### src/rtl/gaussian_blur_3x3_top_defines.svh
// ---------------------------------------------------------------------------
// gaussian_blur_3x3_top_defines.svh
// assertion macros for the 3x3 blur block, empty in synthesis
// ---------------------------------------------------------------------------
`ifndef GAUSSIAN_BLUR_3X3_TOP_DEFINES_SVH
`define GAUSSIAN_BLUR_3X3_TOP_DEFINES_SVH

`ifndef SYNTHESIS
// same-cycle implication on clk_i, off during reset
`define GB3_ASSERT_HOLDS(label, ante, cons) \
  label: assert property (@(posedge clk_i) disable iff (!rst_ni) (ante) |-> (cons)) \
    else $error("gb3 assertion failed");
// next-cycle implication on clk_i, off during reset
`define GB3_ASSERT_NEXT(label, ante, cons) \
  label: assert property (@(posedge clk_i) disable iff (!rst_ni) (ante) |=> (cons)) \
    else $error("gb3 assertion failed");
`else
`define GB3_ASSERT_HOLDS(label, ante, cons)
`define GB3_ASSERT_NEXT(label, ante, cons)
`endif

`endif

### src/rtl/gb3_pkg.sv
// ---------------------------------------------------------------------------
// gb3_pkg
// shared types, constants and kernel weights of the 3x3 blur block
// ---------------------------------------------------------------------------
package gb3_pkg;

  localparam int PixW     = 8;
  localparam int Lanes    = 3;
  localparam int PackW    = Lanes * PixW;
  localparam int SumW     = 12;
  localparam int CfgIdxW  = 2;
  localparam int CfgDataW = 11;

  localparam int MaxWidthDef  = 1024;
  localparam int MaxHeightDef = 1024;

  // binomial kernel, row-major, left column first
  localparam logic [8:0][2:0] Weight = {3'd1, 3'd2, 3'd1,
                                        3'd2, 3'd4, 3'd2,
                                        3'd1, 3'd2, 3'd1};

  typedef enum logic [CfgIdxW-1:0] {
    CfgFrameWidth  = 2'd0,
    CfgFrameHeight = 2'd1,
    CfgPackedMode  = 2'd2
  } cfg_idx_e;

  // three lanes, lane 0 in the low byte
  typedef logic [PackW-1:0] pack_t;

  // 3x3 neighborhood, index row*3 + column
  typedef logic [8:0][PackW-1:0] taps_t;

  typedef struct packed {
    logic            req_type;
    logic [PixW-1:0] pixel_lane0;
    logic [PixW-1:0] pixel_lane1;
    logic [PixW-1:0] pixel_lane2;
  } in_item_t;

  typedef struct packed {
    logic [PixW-1:0] blur_lane0;
    logic [PixW-1:0] blur_lane1;
    logic [PixW-1:0] blur_lane2;
    logic            frame_last;
  } out_item_t;

  // window control from the stage register
  typedef struct packed {
    logic advance;
    logic clear;
    logic col_zero;
    logic col_ge2;
    logic width_ge2;
    logic row_ge1;
    logic row_ge2;
    logic row_odd;
  } win_ctrl_t;

endpackage

### src/rtl/gb3_blur.sv
// ---------------------------------------------------------------------------
// gb3_blur
// binomial 3x3 weighted sum per lane with round half up
// ---------------------------------------------------------------------------
module gb3_blur (
  input  gb3_pkg::taps_t                                  taps_i,
  output logic [gb3_pkg::Lanes-1:0][gb3_pkg::PixW-1:0]    blur_o
);
  import gb3_pkg::*;

  logic [Lanes-1:0][SumW-1:0] sum;
  logic [Lanes-1:0][SumW-1:0] rnd;

  // sum peaks at 16*255, so the rounded value never needs a clamp
  always_comb begin
    for (int l = 0; l < Lanes; l++) begin
      sum[l] = '0;
      for (int k = 0; k < 9; k++) begin
        sum[l] = sum[l] + SumW'(Weight[k]) * SumW'(taps_i[k][l*PixW +: PixW]);
      end
      rnd[l]    = sum[l] + SumW'(8);
      blur_o[l] = rnd[l][SumW-1:4];
    end
  end

endmodule

### config.mk
export PLATFORM = sky130hd
export DESIGN_NAME = gb3_blur
export DESIGN_NICKNAME = d
export VERILOG_FILES = /design/src/rtl/gaussian_blur_3x3_top_defines.svh /design/src/rtl/gb3_pkg.sv /design/src/rtl/gb3_blur.sv
export SDC_FILE = /design/constraint.sdc
export NUM_CORES = 1
export LEC_CHECK = 0
export CAP_MARGIN = 5
export CORE_MARGIN = 2
export CORE_UTILIZATION = 70
export DETAILED_ROUTE_END_ITERATION = 8
export DONT_BUFFER_PORTS = 1
export MAX_ROUTING_LAYER = met4
export PLACE_DENSITY_LB_ADDON = 0.12
export SYNTH_ARGS = -nofsm -noshare
export SYNTH_HDL_FRONTEND = slang
export SYNTH_SLANG_ARGS = --single-unit
### constraint.sdc
create_clock -name vclk -period 15.97
set_input_delay 3.194 -clock vclk [all_inputs]
set_output_delay 3.194 -clock vclk [all_outputs]
set_load 0.02 [all_outputs]
==> run_results.csv <==
group,metric,value,unit
run_status,status,"finished, final reports clean",
cts,cts_resized,0,
synthesis,synth.most_common_cell,"inv_1",
setup_path,start_kind,"input pin",
synthesis,synthCells,613,
routing,vias,3678,
min_path,hold_end,"blur_o[23]",
timing,finalCriticalPeriod,10.17,ns
timing,period_share,0.6371,
setup_path,cp-end-kind,"output port",
routing,drc_errors,0,
global_routing,antenna_found_initial,0,
synthesis,synth_compound_area_frac,0.06969,
cts,cts_hold_buf,0,
routing,dr.pass1.iters,4,
synthesis,synth-adder-area-share,0.6781,
floorplan,coreArea,8093,sq um
global_routing,grt_max_degree,8,
routing,routed_via_density,5.123,
placed_design,dp_hpwl,10490,microns
finish,design.seq.count,0,
placed_design,placed_area,5877,sq um
setup_path,cp_cell_sequence,"inv_1 -> fa_1 -> inv_1 -> fa_1 -> fa_1 -> inv_1 -> fa_1 -> inv_1 -> ha_1 -> o211ai_1 -> o21ai_1 -> o2111ai_1 -> a31oi_1 -> xor2_1",
setup_path,cp_max_fo,5,
placed_design,place_ws,5.830,ns
floorplan,die_h,94.60,microns
synthesis,avgSynthCellArea,9.373,sq um
setup_path,timing.critical_path.arrival,6.98,ns
routing,final_antenna_net_count,0,
timing,tns,0,ns
synthesis,synthSimpleGateAreaFrac,0.03463,
setup_path,required,12.78,ns
setup_path,critPathKind,"input pin to output port",
timing,setup_viol,0,
min_path,min_path_type,"input pin to output port",
timing,hold_viol,0,
global_routing,grt_pass1_vias,3813,
synthesis,synth_nets,1045,
placed_design,place_congestion,0.8081,
placed_design,io_buffers,0,
setup_path,critical-path-slowest-cell,"fa_1",
global_routing,grt_pass1_wl,16990,microns
synthesis,synth-xor-area-share,0.03659,
finish,n_antenna_cell,0,
global_routing,grt_usage,0.2519,
floorplan,rows,33,
timing,holdWs,6.813,ns
flow_run,maxCapViolations,0,
synthesis,synth_top_family_by_area,"adder cells",
finish,fin_nets,1047,
floorplan,die_area,8948,sq um
global_routing,globalRouteOverflowTotal,0,
routing,wl,10610,microns
synthesis,yosysTopAreaCell,"fa_1",
floorplan,initial_utilization,0.7100,
routing,routedWlPerCell,14.78,microns
setup_path,slowest_delay,0.55,ns
finish,seq_area,0,sq um
finish,drive_gt1_frac,0.01468,
synthesis,yosysWarnings,0,
timing,fmax,98.28,MHz
cts,post_cts_buffers,0,
synthesis,ys_types,26,
synthesis,synth-seq-area-share,0,
floorplan,die_x,94.60,microns
timing,worst_slew_pin_slew,0.5983,ns
timing,rsz0062_at_grt,"false",
floorplan,ioPinCount,240,
finish,area_growth,2.287,%
synthesis,synth_common_cells,"inv_1, fa_1, ha_1",
synthesis,muxShareOfSynthArea,0,
min_path,worst_hold_path.num_cells,3,
timing,relSlewSlack,0.5983,
finish,nClkBuffers,0,
timing,slew_viol_final,0,
min_path,hold_start,"taps_i[119]",
synthesis,synth_top_area_share,0.5540,
routing,drt_iter0_drc,82,
timing,fin_ws,5.795,ns
synthesis,synth_area,5746,sq um
finish,postLayoutCellArea,5877,sq um
synthesis,synth.area.top_cells,"fa_1, inv_1, ha_1",
worst max-delay path, delay by kind of cell:
kind / cells / cell delay, ns
XOR/XNOR: 1 / 0.43
AO/OA/AOI/OAI: 4 / 0.82
adder cells (fa/ha/maj): 5 / 2.33
buffers and inverters: 4 / 0.20
placed cells by master (no fill, tap or decap), drive strengths merged, types with 3 or more instances in the layout:
cell / Yosys / final
nand4: 3 / 3
fa: 159 / 159
nand3: 3 / 3
inv: 277 / 277
and4: 3 / 3
a21oi: 18 / 18
nand2: 12 / 12
a31oi: 4 / 4
xor2: 18 / 18
a21o: 12 / 12
nor2: 5 / 5
ha: 57 / 57
o2111ai: 3 / 3
nand2b: 9 / 9
o21ai: 10 / 10
xnor2: 6 / 6
o211ai: 6 / 6
a211oi: 3 / 3
worst max path at each step:
| stage | startpoint | end | slack, ns | cells after the start |
|---|---|---|---|---|
| final | taps_i[12] | blur_o[15] | 5.80 | 14 |
| after global routing | taps_i[12] | blur_o[15] | 5.58 | 14 |
| after detailed placement | taps_i[12] | blur_o[15] | 5.83 | 14 |
| after global placement | taps_i[4] | blur_o[7] | 5.91 | 14 |
| after floorplan | taps_i[164] | blur_o[23] | 6.13 | 12 |
| after CTS | taps_i[12] | blur_o[15] | 5.82 | 14 |
cell type report:
| cell class | instances | area, sq um |
|---|---|---|
| multi-input cells | 336 | 4706 |
| inverters | 277 | 1040 |
| fillers | 646 | 2216 |
| well taps | 105 | 131.4 |
routing by layer:
layer | track usage | share of wire
met5 | - | 0
met4 | 0.03502 | 0.018
met3 | 0.03990 | 0.083
met2 | 0.4702 | 0.54
met1 | 0.2946 | 0.36
logic make-up after synthesis:
kind of cell,Yosys count
XOR/XNOR,24
adder cells (fa/ha/maj),216
AO/OA/AOI/OAI,58
buffers and inverters,277
AND/OR/NAND/NOR,38
stage by stage:
stage / cells / util
2_1_floorplan: 613 / -
3_3_place_gp: 718 / 0.7262
3_5_place_dp: 718 / 0.7262
4_1_cts: 718 / 0.7262
5_1_grt: 718 / 0.7262
6_report: 718 / 0.7262
Power is left out: the tool's default activity adds up to more than one toggle a clock period on the data nets, which glitch-free logic cannot reach.
