## config.mk

```make
export PLATFORM = sky130hd
export DESIGN_NAME = gb3_window
export DESIGN_NICKNAME = d
export VERILOG_FILES = /design/src/rtl/gaussian_blur_3x3_top_defines.svh /design/src/rtl/gb3_pkg.sv /design/src/rtl/gb3_window.sv
export SDC_FILE = /design/constraint.sdc
export NUM_CORES = 1
export LEC_CHECK = 0
export BUFFER_PORTS_ARGS = -buffer_cell sky130_fd_sc_hd__buf_2
export CAP_MARGIN = 20
export CORE_UTILIZATION = 51
export CTS_CLUSTER_SIZE = 30
export DETAILED_ROUTE_END_ITERATION = 10
export PLACE_DENSITY_LB_ADDON = 0.25
export SYNTH_ARGS = -nofsm -noshare
export SYNTH_HDL_FRONTEND = slang
export SYNTH_SLANG_ARGS = --single-unit
```

## constraint.sdc

```tcl
create_clock -name clk_i -period 2.3 [get_ports clk_i]
set_clock_uncertainty 0.05 [all_clocks]
set_input_delay 0.46 -clock clk_i [delete_from_list [all_inputs] [get_ports clk_i]]
set_output_delay 0.46 -clock clk_i [all_outputs]
set_load 0.02 [all_outputs]
```

## src/rtl/gaussian_blur_3x3_top_defines.svh

```systemverilog
// ---------------------------------------------------------------------------
// gaussian_blur_3x3_top_defines.svh
// assertion macros for the 3x3 blur block, empty in synthesis
// ---------------------------------------------------------------------------
`ifndef GAUSSIAN_BLUR_3X3_TOP_DEFINES_SVH
`define GAUSSIAN_BLUR_3X3_TOP_DEFINES_SVH

`ifndef SYNTHESIS
// same-cycle implication on clk_i, off during reset
`define GB3_ASSERT_HOLDS(label, ante, cons) \
  label: assert property (@(posedge clk_i) disable iff (!rst_ni) (ante) |-> (cons)) \
    else $error("gb3 assertion failed");
// next-cycle implication on clk_i, off during reset
`define GB3_ASSERT_NEXT(label, ante, cons) \
  label: assert property (@(posedge clk_i) disable iff (!rst_ni) (ante) |=> (cons)) \
    else $error("gb3 assertion failed");
`else
`define GB3_ASSERT_HOLDS(label, ante, cons)
`define GB3_ASSERT_NEXT(label, ante, cons)
`endif

`endif

```

## src/rtl/gb3_pkg.sv

```systemverilog
// ---------------------------------------------------------------------------
// gb3_pkg
// shared types, constants and kernel weights of the 3x3 blur block
// ---------------------------------------------------------------------------
package gb3_pkg;

  localparam int PixW     = 8;
  localparam int Lanes    = 3;
  localparam int PackW    = Lanes * PixW;
  localparam int SumW     = 12;
  localparam int CfgIdxW  = 2;
  localparam int CfgDataW = 11;

  localparam int MaxWidthDef  = 1024;
  localparam int MaxHeightDef = 1024;

  // binomial kernel, row-major, left column first
  localparam logic [8:0][2:0] Weight = {3'd1, 3'd2, 3'd1,
                                        3'd2, 3'd4, 3'd2,
                                        3'd1, 3'd2, 3'd1};

  typedef enum logic [CfgIdxW-1:0] {
    CfgFrameWidth  = 2'd0,
    CfgFrameHeight = 2'd1,
    CfgPackedMode  = 2'd2
  } cfg_idx_e;

  // three lanes, lane 0 in the low byte
  typedef logic [PackW-1:0] pack_t;

  // 3x3 neighborhood, index row*3 + column
  typedef logic [8:0][PackW-1:0] taps_t;

  typedef struct packed {
    logic            req_type;
    logic [PixW-1:0] pixel_lane0;
    logic [PixW-1:0] pixel_lane1;
    logic [PixW-1:0] pixel_lane2;
  } in_item_t;

  typedef struct packed {
    logic [PixW-1:0] blur_lane0;
    logic [PixW-1:0] blur_lane1;
    logic [PixW-1:0] blur_lane2;
    logic            frame_last;
  } out_item_t;

  // window control from the stage register
  typedef struct packed {
    logic advance;
    logic clear;
    logic col_zero;
    logic col_ge2;
    logic width_ge2;
    logic row_ge1;
    logic row_ge2;
    logic row_odd;
  } win_ctrl_t;

endpackage

```

## src/rtl/gb3_window.sv

```systemverilog
// ---------------------------------------------------------------------------
// gb3_window
// column window registers and 3x3 tap selection with edge padding
// ---------------------------------------------------------------------------
module gb3_window (
  input  logic               clk_i,
  input  logic               rst_ni,
  input  gb3_pkg::win_ctrl_t ctrl_i,
  input  gb3_pkg::pack_t     rd_even_i,
  input  gb3_pkg::pack_t     rd_odd_i,
  input  gb3_pkg::pack_t     px_i,
  output gb3_pkg::taps_t     taps_o
);
  import gb3_pkg::*;

  // per row: slot 0 older column, slot 1 newer column
  logic [2:0][1:0][PackW-1:0] win_q, win_d;
  pack_t [2:0]                new_col;
  logic                       use_left;

  // rows above the frame read as zero
  always_comb begin
    new_col[0] = '0;
    new_col[1] = '0;
    if (ctrl_i.row_ge2) begin
      new_col[0] = ctrl_i.row_odd ? rd_odd_i : rd_even_i;
    end
    if (ctrl_i.row_ge1) begin
      new_col[1] = ctrl_i.row_odd ? rd_even_i : rd_odd_i;
    end
    new_col[2] = px_i;
  end

  // at column zero the center is the last column of the row before
  assign use_left = ctrl_i.col_zero ? ctrl_i.width_ge2 : ctrl_i.col_ge2;

  always_comb begin
    for (int k = 0; k < 3; k++) begin
      taps_o[k*3]     = use_left ? win_q[k][0] : '0;
      taps_o[k*3 + 1] = win_q[k][1];
      taps_o[k*3 + 2] = ctrl_i.col_zero ? '0 : new_col[k];
    end
  end

  // shift in the new column, clear at frame end or reconfiguration
  always_comb begin
    win_d = win_q;
    if (ctrl_i.clear) begin
      win_d = '0;
    end else if (ctrl_i.advance) begin
      for (int k = 0; k < 3; k++) begin
        win_d[k][0] = win_q[k][1];
        win_d[k][1] = new_col[k];
      end
    end
  end

  always_ff @(posedge clk_i or negedge rst_ni) begin
    if (!rst_ni) begin
      win_q <= '0;
    end else begin
      win_q <= win_d;
    end
  end

endmodule

```

==> results of run 1 <==
## metrics by stage
step	setup WS, ns	instances	power, mW
floorplan	0.439	707	3.40
global placement	0.271	1084	3.70
detailed placement	0.281	1084	3.71
CTS	0.282	1117	6.47
global route	0.226	1117	6.68
finish	0.299	1117	6.41
## routing by layer
| metal | vias to the layer above | GRT usage | wire (µm) |
|---|---|---|---|
| met2 | 210 | 0.416 | 9370 |
| met5 | - | 0 | 0 |
| li1 | 2710 | - | - |
| met4 | 0 | 0.0858 | 375 |
| met3 | 26 | 0.0517 | 1060 |
| met1 | 2810 | 0.324 | 8300 |
## worst register-to-register path: cells and delay by family, from the launching register on
kind | cells | cell delay (ns)
multiplexers | 1 | 0.19
flip-flops | 1 | 0.39
AND/OR/NAND/NOR | 1 | 0.07
## kinds of logic (layout without fill, tap and decap cells)
kind of cell    Yosys count  in the layout  synth area share
mux                     145            145             0.194
compound gates           48             48            0.0556
buf+inv                 125            351             0.117
simple gates            245            245             0.158
flops                   144            144             0.476
## state kept, by name (all words and copies together), names as in the netlist
name,count
win_q,72
taps_o,72
## final cells by class
class,count,share of cell area
well taps,184,0.0248
clock buffers,22,0.0533
flip-flops and latches,144,0.389
repair buffers,319,0.190
multi-input cells,438,0.332
clock inverters,10,0.0116
## cells in the final DEF, fill, tap and decap left out, drive strengths merged
cell and instances:
o2bb2ai 48, clkinv 5, clkinvlp 3, buf 318
dlygate4sd3 1, dfrtp 144, clkbuf 22, nor2b 96
bufinv 2, nor2 145, nand3b 2, nand2b 2
mux2i 145
## report_power, final
| part | leakage [nW] | total [mW] | internal (mW) | switching (mW) |
|---|---|---|---|---|
| Clock | 0.294 | 2.75 | 1.73 | 1.02 |
| Sequential | 1.97 | 2.70 | 2.63 | 0.0699 |
| Combinational | 3.00 | 0.965 | 0.354 | 0.611 |
| Total | 5.26 | 6.41 | 4.71 | 1.70 |
## worst max-delay path by stage
stage,start,slack [ns],to
after global routing,ctrl_i[0],0.23,taps_o[71]
after global placement,ctrl_i[0],0.27,taps_o[71]
after detailed placement,ctrl_i[0],0.28,taps_o[71]
after floorplan,ctrl_i[5],0.44,taps_o[123]
after CTS,ctrl_i[0],0.28,taps_o[71]
final,ctrl_i[0],0.30,taps_o[71]
==> out/summary.txt, run 1 <==
CTS buffer count = 17
CTS Sinks = 144
area leader, netlist = dfrtp_1
most frequently used flop master after synthesis = dfrtp_1
Hold WC Path Type = input pin to flop
status = finished, final reports clean
R2R cell count = 2
TNS Setup = 0 ns
Syn Area/Cell = 10.7 µm²
syn_nets = 789
area of the multi-input gates = 0.00308 mm²
Die H = 124 µm
Crit path required time = 1.79 ns
max-cap viol count = 0
first-pass GRT wire length = 28.4 mm
Setup CP Type = input pin to output pin
Seq/Total Area, Yosys = 0.476
number of synthesized flops with an enable pin = 0
ant diodes = 0
Yosys warning count = 0
CTS tree = yes
synthesized instance count = 707
Top delay family on crit path = buffers and inverters
Max Slew Vio Count = 0
FF/Latch Area = 0.00360 mm²
Worst Hold End = taps_o[171]$_DFFE_PN0P_
most frequent cells after synthesis = 144 x dfrtp_1, 144 x mux2i_1, 144 x nor2_1
core area = 0.0145 mm²
htree depth = 4
final instance area = 0.00927 mm²
Pre-antenna DRT Iters = 4
via count = 5756
Final Hold Vio Count = 0
Slew HR = 0.609
worst-path cell chain = buf_2, buf_12, mux2i_1, nor2_1, buf_2
wire per inst = 17.1 µm
Slew @ Worst Pin = 0.586 ns
register bit total from synthesis = 144
CTS Hold Bufs = 1
Util after Layout = 0.640
R2R setup slack = 1.46 ns
# port buffers = 297
filler instances = 1237
crit path DAT = 1.49 ns
Crit path largest cell delay = 0.40 ns
post_cts resized = 0
type of origin of the critical path = input pin
antenna violation net count after detailed routing = 0
most frequent CP cell = buf_2
CP Capture Type = output pin
I/O Pins = 298
die area = 0.0153 mm²
VDD IR-drop max = 0.000475 V
Residual DRC = 0
Area Overhead vs Synth = 22.5%
number of global-route vias before repair = 5288
GRT Util Overall = 0.250
Cell variety after synth = 16
Crit path buffers/inverters = 3
FP Rows = 44
f_max = 500 MHz
setup bufs post-CTS = 0
GR Overflow Total = 0
GP Congestion = 0.834
Crit. path cell count = 5
DP HPWL = 13.5 mm
CP max stage cell = mux2i_1
RR Startpoint = taps_o[184]$_DFFE_PN0P_
nets@finish = 1002
Hold Slack = 0.246 ns
layout cells sized above 1 = 0.378
Tmin final = 2.00 ns
Iteration-0 DRC Markers = 317
PD cells = 692 mW/mm²
Final period util = 0.870
CTS Buffer Depth = 2
crit-path max FO = 27
CTS root buf = clkbuf_16
Min-Delay Startpoint = px_i[3]
largest net degree at the start of global routing = 73
clock latency at the later pin of the worst-skew pair = 0.42 ns
Synth area leaders = dfrtp_1 48%, mux2i_1 19%, buf_4 8.0%, nor2b_1 7.9%, nor2_1 7.1%
Setup violations, final = 0
Synth top area share = 0.476
total wire length = 19.1 mm
asr flop ratio synth = 1.00
initial antenna violation count = 0
RSZ-0062 raised after global routing = false
Mapped Area = 0.00756 mm²
Worst Hold Path Cells = 3
clock-pin slew on the worst setup and hold paths = 0.06 ns
Placed Area = 0.00866 mm²
via/cell ratio = 5.15
Initial Util = 0.522
Die Wd = 124 µm
RR Endpoint = win_q[112]$_DFFE_PN0P_
leakage power = 5.26 nW
Power figures use the tool's default switching activity.
==> run 2: changes to the inputs <==
BUFFER_PORTS_ARGS = not set   (was -buffer_cell sky130_fd_sc_hd__buf_2)
DONT_BUFFER_PORTS = 1   (was not set)
==> run 2 against run 1 <==
Against the previous run: the run now ends with hold timing left; global-route usage down 2.3 points; critical path depth down 2; sequential power up 3%.
==> out/summary.txt, run 2 (synthesized netlist as in run 1, its figures left out) <==
GP Congestion = 0.775 (-7.0%)
NetSw = 1.51 mW (-12%)
status = complete, but fails checks
type of origin of the critical path = input pin
Setup CP Type = input pin to output pin
RR Endpoint = win_q[6]$_DFFE_PN0P_
FF/Latch Area = 0.00360 mm² (unchanged)
via count = 4914 (-15%)
worst-path cell chain = mux2i_4, buf_12, nor2b_1
Slew @ Worst Pin = 0.484 ns (-0.102 ns)
Initial Util = 0.522 (unchanged)
Critical path origin = ctrl_i[5]
# port buffers = 0 (-100%)
RR Startpoint = taps_o[30]$_DFFE_PN0P_
Placed Area = 0.00735 mm² (-15%)
I/O Pins = 298 (unchanged)
CP max stage cell = nor2b_1
filler instances = 1282 (+3.6%)
die area = 0.0153 mm² (unchanged)
CTS Sinks = 144 (unchanged)
Die H = 124 µm (unchanged)
total wire length = 18.0 mm (-6.0%)
pre-CTS setup slack = 0.498 ns (+0.217 ns)
wire per inst = 21.1 µm (+23%)
Pre-antenna DRT Iters = 4 (unchanged)
post_cts resized = 0 (unchanged)
setup bufs post-CTS = 0 (unchanged)
FP Rows = 44 (unchanged)
CTS root buf = clkbuf_16
GRT Util Overall = 0.227 (-0.0232)
layout cells sized above 1 = 0.130 (-0.248)
Setup violations, final = 0 (unchanged)
first-pass GRT wire length = 25.6 mm (-9.9%)
Hold WC Path Type = input pin to async pin
CP Capture Type = output pin
Final Hold Vio Count = 144 (+144)
R2R cell count = 2 (unchanged)
clock latency at the later pin of the worst-skew pair = 0.42 ns (about the same)
initial antenna violation count = 0 (unchanged)
final instance area = 0.00793 mm² (-14%)
VDD IR-drop max = 0.000439 V (-7.6%)
CTS tree = yes
Clock Power Share = 0.449 (+0.020)
Area Overhead vs Synth = 4.88%
Crit path largest cell delay = 0.40 ns (about the same)
via/cell ratio = 5.76 (+12%)
Max Slew Vio Count = 0 (unchanged)
Slew HR = 0.677 (+0.0674)
Iteration-0 DRC Markers = 307 (-3.2%)
htree depth = 4 (unchanged)
DP HPWL = 12.1 mm (-10%)
Tmin final = 1.79 ns (-0.210 ns)
leakage power = 3.94 nW (-25%)
clock-pin slew on the worst setup and hold paths = 0.06 ns (about the same)
crit-path max FO = 72 (+170%)
internal power = 4.53 mW (-3.8%)
area of the multi-input gates = 0.00308 mm² (unchanged)
GR Overflow Total = 0 (unchanged)
worst setup margin = 0.509 ns (+0.210 ns)
number of global-route vias before repair = 4492 (-15%)
f_max = 558 MHz (+12%)
Final period util = 0.779 (-0.0912)
Die Wd = 124 µm (unchanged)
combinational share of power = 0.089 (-0.061)
CTS buffer count = 17 (unchanged)
RSZ-0062 raised after global routing = false
max-cap viol count = 0 (unchanged)
Crit path required time = 1.79 ns (about the same)
ant diodes = 0 (unchanged)
TNS Setup = 0 ns (unchanged)
Residual DRC = 0 (unchanged)
sw frac = 0.250 (-0.0162)
crit path DAT = 1.28 ns (-0.21 ns)
PD cells = 761 mW/mm² (+10%)
CTS Buffer Depth = 2 (unchanged)
sequential share of power = 0.462 (+0.042)
largest net degree at the start of global routing = 145 (+99%)
failing checks = hold timing
core area = 0.0145 mm² (unchanged)
antenna violation net count after detailed routing = 0 (unchanged)
most frequent cells in the layout = 144 x mux2i_1, 144 x nor2_1, 144 x dfrtp_1
nets@finish = 738 (-26%)
Hold Slack = -0.310 ns (-0.556 ns)
R2R setup slack = 1.38 ns (-0.08 ns)
## run 2: cell count changes in the layout (fill, tap and decap cells not counted), sizes merged
cell / before / now
buf: 318 / 55
clkinvlp: 3 / 2
clkbuf: 22 / 23
dlygate4sd3: 1 / 0
## run 2: routing by layer
metal	up-vias	wire [µm]	global-route usage
li1	2178	-	-
met4	0	267	0.0715
met5	-	0	0
met3	18	1370	0.0778
met1	2488	7440	0.278
met2	230	8890	0.374
## run 2: worst max-delay path by stage
stage / to / slack (ns) / depth (start not counted)
after global routing: taps_o[95] / 0.45 / 4
after global placement: taps_o[160] / 0.55 / 3
final: taps_o[87] / 0.51 / 3
after floorplan: taps_o[123] / 0.44 / 5
after detailed placement: taps_o[95] / 0.50 / 4
after CTS: taps_o[95] / 0.49 / 4
## run 2: power groups by stage
stage	clock, mW	combinational [mW]	sequential (mW)
finish	2.71	0.536	2.79
global route	2.89	0.579	2.80
detailed placement	0	0.541	2.83
CTS	2.77	0.541	2.79
global placement	0	0.528	2.83
floorplan	0	0.686	2.71
## run 2: cell type report
cell class | count | area share
tap | 184 | 0.0290
clock inverter | 9 | 0.0136
multi-input combinational | 438 | 0.388
sequential | 144 | 0.454
timing repair buffer | 55 | 0.0552
clock buffer | 23 | 0.0602
## run 2: worst max-delay path: cells and delay by family
kind | cells | cell delay [ns]
mux | 1 | 0.17
simple gates | 1 | 0.40
buf+inv | 1 | 0.20
## run 2: metrics by stage
stage	std cells	total power, mW	utilization	hold slack (ns)
3_5_place_dp	821	3.37	0.508	0.121
2_1_floorplan	707	3.40	-	0.114
3_3_place_gp	821	3.36	0.508	0.121
6_report	853	6.04	0.548	-0.310
4_1_cts	853	6.10	0.548	-0.332
5_1_grt	853	6.26	0.548	-0.341
==> run 3: changes to the inputs <==
ABC_AREA = 1   (was not set)
clock period = 1.45 ns   (was 2.3 ns; I/O delays follow)
==> run 3 against run 2 <==
Against the previous run: the flow still finishes with violations (hold timing); first-iteration DRC count up 50%; clock-buffer cell count fell by 4; combinational power is 130% higher; register-to-register slack worse by 0.84 ns; via count grew 37%; flip-flop and latch count stayed put; largest power group unchanged.
==> out/summary.txt, run 3 <==
R2R setup slack = 0.54 ns (-0.84 ns)
max-cap viol count = 0 (unchanged)
Yosys warning count = 0 (unchanged)
Setup CP Type = flop to output pin
I/O Pins = 298 (unchanged)
Top delay family on crit path = flip-flops
# port buffers = 0 (unchanged)
ant diodes = 0 (unchanged)
total wire length = 22.9 mm (+27%)
GRT Util Overall = 0.290 (+0.0637)
final instance area = 0.00909 mm² (+15%)
first-pass GRT wire length = 33.0 mm (+29%)
RR Endpoint = win_q[96]$_DFFE_PN0P_
Area Overhead vs Synth = 19.7%
Die H = 124 µm (+0.20%)
Clock Power Share = 0.432 (-0.017)
core area = 0.0145 mm² (+0.38%)
CTS Sinks = 144 (unchanged)
Post-Synth Adder-Cell Area = 0 (unchanged)
Slew @ Worst Pin = 0.974 ns (+0.490 ns)
FP Rows = 44 (unchanged)
RR Startpoint = taps_o[168]$_DFFE_PN0P_
most frequent cells in the layout = 324 x nand2_1, 144 x dfrtp_1, 133 x buf_4
largest family of logic cells by synthesized area = simple AND/OR/NAND/NOR gates
leakage power = 4.78 nW (+21%)
sequential share of power = 0.444 (-0.018)
htree depth = 4 (unchanged)
complex-gate fraction of the synthesized area = 0.0723 (+0.0167)
most common cell after layout, fill and taps aside = nand2_1
FF/Latch Area = 0.00360 mm² (unchanged)
largest net degree at the start of global routing = 145 (unchanged)
clock-pin slew on the worst setup and hold paths = 0.07 ns (about the same)
antenna violation net count after detailed routing = 0 (unchanged)
VDD IR-drop max = 0.000777 V (+77%)
CTS Hold Bufs = 28
Hold WC Path Type = input pin to async pin
Final Hold Vio Count = 144 (unchanged)
failing checks = hold timing
internal power = 7.14 mW (+57%)
via count = 6719 (+37%)
most frequently used flop master after synthesis = dfrtp_1
worst setup margin = 0.0291 ns (-0.480 ns)
clock latency at the later pin of the worst-skew pair = 0.42 ns (about the same)
RSZ-0062 raised after global routing = true
Pre-antenna DRT Iters = 6 (+2)
register bit total from synthesis = 144 (unchanged)
CTS tree = yes
area of the multi-input gates = 0.00269 mm² (-13%)
initial antenna violation count = 0 (unchanged)
GP Congestion = 0.883 (+14%)
area leader, netlist = dfrtp_1
syn_nets = 1116 (+41%)
asr flop ratio synth = 1.00 (unchanged)
Setup violations, final = 0 (unchanged)
CTS root buf = clkbuf_16
Residual DRC = 0 (unchanged)
Die Wd = 124 µm (+0.20%)
Crit path buffers/inverters = 2 (+1)
status = complete, but fails checks
Syn Area/Cell = 7.35 µm² (-31%)
Crit. path cell count = 3 (unchanged)
Final period util = 0.980
NetSw = 2.70 mW (+79%)
via/cell ratio = 5.22 (-9.4%)
most frequent cells after synthesis = 338 x nand2_1, 144 x dfrtp_1, 144 x nor2_1
GR Overflow Total = 0 (unchanged)
crit path DAT = 1.08 ns (-0.20 ns)
number of synthesized flops with an enable pin = 0 (unchanged)
Crit path largest cell delay = 0.37 ns (-0.03 ns)
number of global-route vias before repair = 5965 (+33%)
Slew HR = 0.351 (-0.326)
R2R cell count = 2 (unchanged)
crit-path max FO = 2 (-97%)
Cell variety after synth = 15 (-1)
mux share of post-synthesis cell area = 0 (-0.194)
Synth area leaders = dfrtp_1 47%, nand2_1 17%, buf_4 8.3%, nor2_1 7.1%, inv_1 6.0%
CTS Buffer Depth = 2 (unchanged)
worst-path cell chain = inv_1, nor2_1, buf_4
layout cells sized above 1 = 0.198 (+0.0676)
CP max stage cell = dfrtp_1
wire per inst = 17.8 µm (-16%)
combinational share of power = 0.124 (+0.035)
PD cells = 1080 mW/mm² (+42%)
filler instances = 1297 (+1.2%)
synthesized instance count = 1034 (+46%)
post-synthesis simple-gate area fraction = 0.271 (+0.113)
Post-Synth XOR/XNOR Area = 0 (unchanged)
Placed Area = 0.00806 mm² (+9.7%)
CP Capture Type = output pin
sw frac = 0.275 (+0.0250)
DP HPWL = 15.4 mm (+27%)
Mapped Area = 0.00760 mm² (+0.41%)
CTS buffer count = 17 (unchanged)
Seq/Total Area, Yosys = 0.474 (-0.00196)
Synth top area share = 0.474 (-0.00196)
Initial Util = 0.523 (about the same)
type of origin of the critical path = flop
Crit path required time = 1.11 ns (-0.68 ns)
Hold Slack = -0.484 ns (-0.174 ns)
Max Slew Vio Count = 0 (unchanged)
TNS Setup = 0 ns (unchanged)
nets@finish = 1173 (+59%)
die area = 0.0154 mm² (+0.40%)
Tmin final = 1.42 ns
f_max = 704 MHz
Iteration-0 DRC Markers = 461 (+50%)
pre-CTS setup slack = 0.0184 ns (-0.479 ns)
total power = 9.84 mW (+63%)
most frequent cell after synthesis = nand2_1
run 3: worst max path at each step:
stage,from,to,slack [ns]
after floorplan,ctrl_i[0],taps_o[123],0.01
after global placement,ctrl_i[5],taps_o[159],0.02
after detailed placement,ctrl_i[5],taps_o[78],0.02
after CTS,ctrl_i[0],taps_o[122],0.002
after global routing,ctrl_i[3],taps_o[160],-0.02
final,win_q[21]$_DFFE_PN0P_,taps_o[21],0.03
run 3: repair_timing:
| action | CTS | global route |
|---|---|---|
| buffers inserted | 0 | 2 |
| hold endpoints to repair | 212 | 144 |
| gates resized for setup | 0 | 45 |
| endpoints found under the setup margin | 0 | 117 |
run 3: power by group through the flow:
stage	logic [mW]	registers, mW	clock network, mW
after floorplan	1.06	4.28	0
after global placement	1.06	4.44	0
after detailed placement	1.06	4.44	0
after CTS	1.15	4.37	4.30
after global routing	1.33	4.39	4.46
final	1.22	4.37	4.25
run 3: routing by layer:
metal | part of all wire | vias up | track usage | routed length [µm]
met5 | 0 | - | 0 | 0
met4 | 0.026 | 0 | 0.110 | 600
met3 | 0.094 | 40 | 0.0911 | 2160
met2 | 0.50 | 343 | 0.482 | 11400
met1 | 0.38 | 3152 | 0.351 | 8770
li1 | - | 3184 | - | -
run 3: kinds of logic after synthesis:
kind of cell / count (synthesis)
simple gates: 531
buf+inv: 262
flops: 144
compound gates: 97
run 3: metrics by stage:
step	utilization	instances
after floorplan	-	1034
after global placement	0.555	1223
after detailed placement	0.555	1223
after CTS	0.613	1282
after global routing	0.626	1287
final	0.626	1287
run 3: worst reg2reg max path, cell delays in order (launching register included):
cell	delay, ns
dfrtp_1	0.47
inv_1	0.09
o22ai_1	0.21
run 3: final cells by class:
class,instances,share of cell area
inverter,125,0.0520
multi-input combinational,628,0.296
sequential,144,0.396
tap,184,0.0253
clock buffer,19,0.0476
clock inverter,12,0.0151
timing repair buffer,175,0.168
